$ cat src/design/divu64_pkg.sv
package divu64_pkg;

  // Default operand width and the fixed width of the operand/result ports.
  localparam int unsigned DefaultWidth = 64;
  localparam int unsigned PortWidth    = 64;

endpackage

$ cat src/design/divu64_stage.sv
module divu64_stage #(
  parameter int unsigned WIDTH = divu64_pkg::DefaultWidth
) (
  input  logic             clk_i,
  input  logic             rst_ni,
  input  logic             valid_i,
  input  logic [WIDTH-1:0] rem_i,
  input  logic [WIDTH-1:0] num_i,
  input  logic [WIDTH-1:0] quo_i,
  input  logic [WIDTH-1:0] den_i,
  output logic             valid_o,
  output logic [WIDTH-1:0] rem_o,
  output logic [WIDTH-1:0] num_o,
  output logic [WIDTH-1:0] quo_o,
  output logic [WIDTH-1:0] den_o
);

  logic             valid_q;
  logic [WIDTH-1:0] rem_q, rem_d;
  logic [WIDTH-1:0] num_q, num_d;
  logic [WIDTH-1:0] quo_q, quo_d;
  logic [WIDTH-1:0] den_q;

  logic [WIDTH-1:0] rem_sh;
  logic [WIDTH:0]   diff;
  logic             fits;

  // Shift in the next dividend bit; remainder stays below 2^WIDTH by construction.
  assign rem_sh = {rem_i[WIDTH-2:0], num_i[WIDTH-1]};
  assign diff   = {1'b0, rem_sh} - {1'b0, den_i};
  assign fits   = ~diff[WIDTH];

  always_comb begin
    rem_d = fits ? diff[WIDTH-1:0] : rem_sh;
    num_d = {num_i[WIDTH-2:0], 1'b0};
    quo_d = {quo_i[WIDTH-2:0], fits};
  end

  always_ff @(posedge clk_i or negedge rst_ni) begin
    if (!rst_ni) begin
      valid_q <= 1'b0;
    end else begin
      valid_q <= valid_i;
    end
  end

  always_ff @(posedge clk_i) begin
    if (valid_i) begin
      rem_q <= rem_d;
      num_q <= num_d;
      quo_q <= quo_d;
      den_q <= den_i;
    end
  end

  assign valid_o = valid_q;
  assign rem_o   = rem_q;
  assign num_o   = num_q;
  assign quo_o   = quo_q;
  assign den_o   = den_q;

endmodule

$ cat config.mk
export PLATFORM = sky130hd
export DESIGN_NAME = divu64_stage
export DESIGN_NICKNAME = d
export VERILOG_FILES = /design/src/design/divu64_pkg.sv /design/src/design/divu64_stage.sv
export SDC_FILE = /design/constraint.sdc
export NUM_CORES = 1
export LEC_CHECK = 0
export BUFFER_PORTS_ARGS = -buffer_cell sky130_fd_sc_hd__clkbuf_2
export CAP_MARGIN = 20
export CORE_AREA = 5 5 196 198
export DETAILED_ROUTE_END_ITERATION = 7
export DIE_AREA = 0 0 201 203
export PLACE_DENSITY = 0.58
export SLEW_MARGIN = 25
export SYNTH_ARGS = -nofsm -noshare
export SYNTH_HDL_FRONTEND = slang
export SYNTH_SLANG_ARGS = --single-unit
$ cat constraint.sdc
create_clock -name clk_i -period 0.8 [get_ports clk_i]
set_input_delay 0.08 -clock clk_i [delete_from_list [all_inputs] [get_ports clk_i]]
set_output_delay 0.08 -clock clk_i [all_outputs]
set_load 0.005 [all_outputs]
; Word-level counts from Yosys, hierarchy flattened
; Cells that the tools add are included.
[classes]
addsub = 1
n_mux = 1
n_bitwise = 1
[op_table]
columns = op, count
row1 = $sub 64x64->65, 1
row2 = $mux 64, 1
row3 = $not 1->1, 1
[word_totals]
register_bits = 256
in_bits = 259
out_inout_bits = 257
elab_cells = 8

; Longest topological paths before layout
[depth]
word_depth = 2
depth_mapped = 14
depth_no_buf = 13

; Worst setup path after synthesis
; OpenSTA, ideal clock, no wires.
[synth_path]
path_type = input -> register
startpoint = in num_i[63]
endpoint = reg rem_q[58] (netlist: rem_o[58]), data pin
setup_time_ps = 259
arrival_ps = 2530
required_ps = 541
setup_slack_ps = -1990
stages = 13
path_buffers = 0
path_cell_list = inv_1 -> ha_1 -> fa_1 -> nand2b_1 -> a21oi_1 -> o21ai_2 -> a2111oi_0 -> nor3_1 -> a21oi_2 -> a211oi_2 -> o31a_1 -> mux2i_1 -> o41ai_2
[synth_via]
elab_chain_len = 2
[synth_lines]
columns = item, line
row1 = from (decl), divu64_stage.sv:8  ; input logic [WIDTH-1:0] num_i,
row2 = $sub 64x64->65, divu64_stage.sv:30  ; assign diff = {1'b0, rem_sh} - {1'b0, den_i};
row3 = $mux 64, divu64_stage.sv:34  ; rem_d = fits ? diff[WIDTH-1:0] : rem_sh;
row4 = named net rem_d[58], divu64_stage.sv:19  ; logic [WIDTH-1:0] rem_q, rem_d;
row5 = to (signal assigned), divu64_stage.sv:49  ; rem_q <= rem_d;
row6 = to (decl), divu64_stage.sv:19
; The timed path passes the listed nets, and every way through them passes these cells.
; A chain may end at the register's enable or synchronous reset.

; Final worst setup path
[layout_path]
startpoint = in den_i[6]
endpoint = reg rem_q[59] (netlist: rem_o[59]), data pin
[layout_via]
elab_chain_len = 2
[layout_lines]
columns = item, line
row1 = from (decl), divu64_stage.sv:10  ; input logic [WIDTH-1:0] den_i,
row2 = $sub 64x64->65, divu64_stage.sv:30
row3 = $mux 64, divu64_stage.sv:34
row4 = named net rem_d[59], divu64_stage.sv:19
; The timed path passes the listed nets, and every way through them passes these cells.

==> metrics.md <==
| Metric | Value |
|---|---|
| Amount of wire on met3 after detailed routing | 3.38 mm |
| Number of antenna violations at the first check in global routing | 5 |
| Post-synthesis sequential area ratio | between 60% and 70% |
| Number of failing setup endpoints in the final timing report | 350 |
| Startpoint class of the critical path | input port |
| CTS clock-pin slew for the worst setup and hold paths | around 70 ps |
| Clock buffer count from CTS | 29 |
| Number of sinks on the clock net | around 260 |
| Number of distinct library cells after synthesis | 60 |
| First-pass GRT wire length | 71.7 mm |
| Std cell rows | 70 |
| CTS tree | built |
| Fmax | 0.429 GHz |
| Vias in the first global route | around 13000 |
| Hold Startpoint | den_i[0] |
| PnR worst setup slack | -1530 ps |
| Root Buffer Master | sky130_fd_sc_hd__clkbuf_16 |
| Post-route antenna net violation count | 0 |
| Period Utilization, post-route | 291% |
| Starting utilization of the core area | 34.5% |
| Crit-path max FO | 6 |
| Global placement routability congestion | 0.853 |
| Worst hold path type | input port to flop |
| Critical path data required time | 1240 ps |
| Routed wire length | between 40 and 50 mm |
| Total of buffers placed on input and output ports | 512 |
| Cell leakage power | 10.4 nW |
| Endpoint, Worst Hold | den_o[0]$_DFFE_PP_ |
| Count of hold-fix buffers inserted at cts | 255 |
| Routed length per placed instance | 18.8 µm |
| Worst vdd ir | 1710 µV |
| Top sig layer | met5 |
| Flip-flop and latch count after synthesis | ~260 |
| Share of flip-flops with an asynchronous set or reset | 0.391% |
| Min Tclk post-route | 2330 ps |
| Proportion of layout cells with a drive suffix above 1 | 47.6% |
| Hold Path Stages | 1 |
| Vias per cell | 4.81 |
| Maximum number of buffers from clock root to sink | 3 |
| Yosys warning count | 0 |
| Area enclosed by the die boundary | ~40000 µm² |
| Width of the chip | 201 µm |
| Relative slew slack | between 50% and 60% |
| Violated checks | hold timing, setup timing |
| Largest cells by area after synthesis | sky130_fd_sc_hd__edfxtp_1 (61%), sky130_fd_sc_hd__ha_1 (6.4%), sky130_fd_sc_hd__o21ai_0 (3.8%) |
| HPWL after detailed placement | 35.5 mm |
| Worst hold slack after final layout | -280 ps |
| Nature of the critical path endpoint | flop |
| Post-synthesis cell area | 12500 µm² |
| Met1 WL | between 15 and 20 mm |
| Syn avg cell area | 11.9 µm² |
| Top_reg_cell synth | sky130_fd_sc_hd__edfxtp_1 |
| Power, Total | approximately 0.042 W |
| Commonest non-fill, non-tap cells in the layout | sky130_fd_sc_hd__clkbuf_2 (489), sky130_fd_sc_hd__buf_4 (299), sky130_fd_sc_hd__edfxtp_1 (255), sky130_fd_sc_hd__dlygate4sd3_1 (255), sky130_fd_sc_hd__nand2_1 (102) |
| Leading cell type in the layout, fill and taps excluded | sky130_fd_sc_hd__clkbuf_2 |
| Area added between synthesis and finish | 81.7% |
| Number of vias in the routed layout | 12700 |
| Core region area | 36300 µm² |
| Actual slew at the worst max-slew pin | 605 ps |
| Max-cap viol count | 0 |
| Die boundary height | 203 µm |
| Initial DRC Count | 576 |
| Cell count after synthesis | 1057 |
| Grt total ovfl | 0 |
| Pin count of the biggest net entering global routing | between 40 and 50 |
| Final Instance Area | roughly 23000 µm² |
| Nets in the synthesized netlist | 1381 |
| # IOs | 516 |
| Kind of critical path | input port to flop |
| Post-Place Cell Area | 18000 µm² |
| Met2 wire length | 25.8 mm |
| Pwr per Cell Area | 1840 nW/µm² |
| Fraction of the core area covered by cells at the end of the flow | between 60% and 70% |
| CTS H-Tree Depth | 1 |
| Share of the synthesized area in the top cell type | 61.1% |
| Number of flops mapped to enable cells by yosys | 255 |
| Outcome | complete, but fails checks |
| Number of pins with negative max-slew slack in the final report | 0 |
| DRT Pass-1 Iters | 4 |
| Global-route usage over all layers | 22.1% |
| RSZ-0062 raised after global routing | yes |
| Data arrival time of the worst path | roughly 2800 ps |
| Number of nets in the final layout | 2474 |
| Number of remaining DRC errors | 0 |
| Library cell occupying the most area in the post-synthesis netlist | sky130_fd_sc_hd__edfxtp_1 |
| Final Hold Fails | 2 |
-- synth_stat cells (14+ instances only) --
cell type / count
sky130_fd_sc_hd__nand2_1: 120
sky130_fd_sc_hd__edfxtp_1: 255
sky130_fd_sc_hd__xnor2_1: 30
sky130_fd_sc_hd__xor2_1: 26
sky130_fd_sc_hd__o21bai_1: 19
sky130_fd_sc_hd__clkbuf_1: 18
sky130_fd_sc_hd__inv_1: 87
sky130_fd_sc_hd__o21ai_0: 96
sky130_fd_sc_hd__buf_2: 14
sky130_fd_sc_hd__a21o_1: 30
sky130_fd_sc_hd__ha_1: 64
sky130_fd_sc_hd__nor2_1: 43
sky130_fd_sc_hd__nand4_1: 18
sky130_fd_sc_hd__a21oi_1: 90
-- layer usage --
layer | vias to the layer above | track usage (%)
li1 | 6104 | -
met1 | 6020 | 24.5
met2 | 464 | 40.7
met3 | 107 | 5.61
met4 | 4 | 8.24
met5 | - | 0
-- area by class of cell --
class | count | area [µm²]
Multi-Input combinational cell | 680 | 5160
Clock buffer | 34 | 744
Sequential cell | 256 | 7680
Inverter | 87 | 347
Fill cell | 2889 | 13600
Tap cell | 468 | 586
Timing Repair Buffer | 1096 | 8000
Clock inverter | 17 | 235
Antenna cell | 3 | 7.51
-- worst max path at each step --
stage	from	endpoint	slack (ps)
finish	den_i[6]	rem_o[59]$_DFFE_PP_	-1530
global route	den_i[6]	rem_o[59]$_DFFE_PP_	-1620
CTS	den_i[0]	rem_o[53]$_DFFE_PP_	-1500
detailed placement	den_i[10]	rem_o[55]$_DFFE_PP_	-2520
global placement	den_i[14]	rem_o[55]$_DFFE_PP_	-2480
floorplan	den_i[15]	rem_o[58]$_DFFE_PP_	-1760
-- state kept, by name (all words and copies together) (netlist names) --
| register | cells |
|---|---|
| den_o | 64 |
| quo_o | 64 |
| rem_o | 64 |
| num_o | 63 |
| valid_o | 1 |
-- stage by stage --
step	worst slack, ps	TNS (ps)	instances
global placement	-2480	-151140	2295
detailed placement	-2520	-156100	2295
finish	-1530	-187880	2641
floorplan	-1760	-109620	1057
global route	-1620	-205090	2641
CTS	-1500	-193440	2612
-- critical path, cell delays in order --
cell and delay, ps:
sky130_fd_sc_hd__clkbuf_2 90, sky130_fd_sc_hd__inv_1 50, sky130_fd_sc_hd__ha_1 350, sky130_fd_sc_hd__nor3_1 330
sky130_fd_sc_hd__nor2_2 120, sky130_fd_sc_hd__o21ai_4 120, sky130_fd_sc_hd__o211ai_1 110, sky130_fd_sc_hd__buf_4 160
sky130_fd_sc_hd__a221oi_4 350, sky130_fd_sc_hd__o21ai_4 110, sky130_fd_sc_hd__a21oi_4 170, sky130_fd_sc_hd__buf_6 180
sky130_fd_sc_hd__buf_12 150, sky130_fd_sc_hd__nor2_1 40, sky130_fd_sc_hd__mux2_2 260, sky130_fd_sc_hd__nor2_2 90
-- logic make-up (layout without fill, tap and decap cells) --
family / count (synthesis) / in the layout / synth area share, %
AOI/OAI and AO/OA: 305 / 305 / 14.9
and+or+nand+nor: 249 / 249 / 9.07
other: 1 / 4 / 0.0299
xor gates and xnor gates: 56 / 56 / 3.91
adders and majority gates: 65 / 65 / 6.55
muxes: 4 / 4 / 0.350
buffers and inverters: 121 / 1234 / 3.85
DFF: 256 / 256 / 61.3
-- repair_timing --
action / CTS / global route
gates resized for setup: 28 / 194
setup endpoints to repair: 321 / 350
cloned: 1 / 8
pin swaps: 10 / 55
setup buffers: 11 / 19
hold endpoints to repair: 259 / 2
-- report_power, final --
part / switching [W] / internal (W)
sequential: 0.000402 / 0.0163
combinational: 0.00538 / 0.00601
clock: 0.00561 / 0.00828
Power figures use the tool's default switching activity.
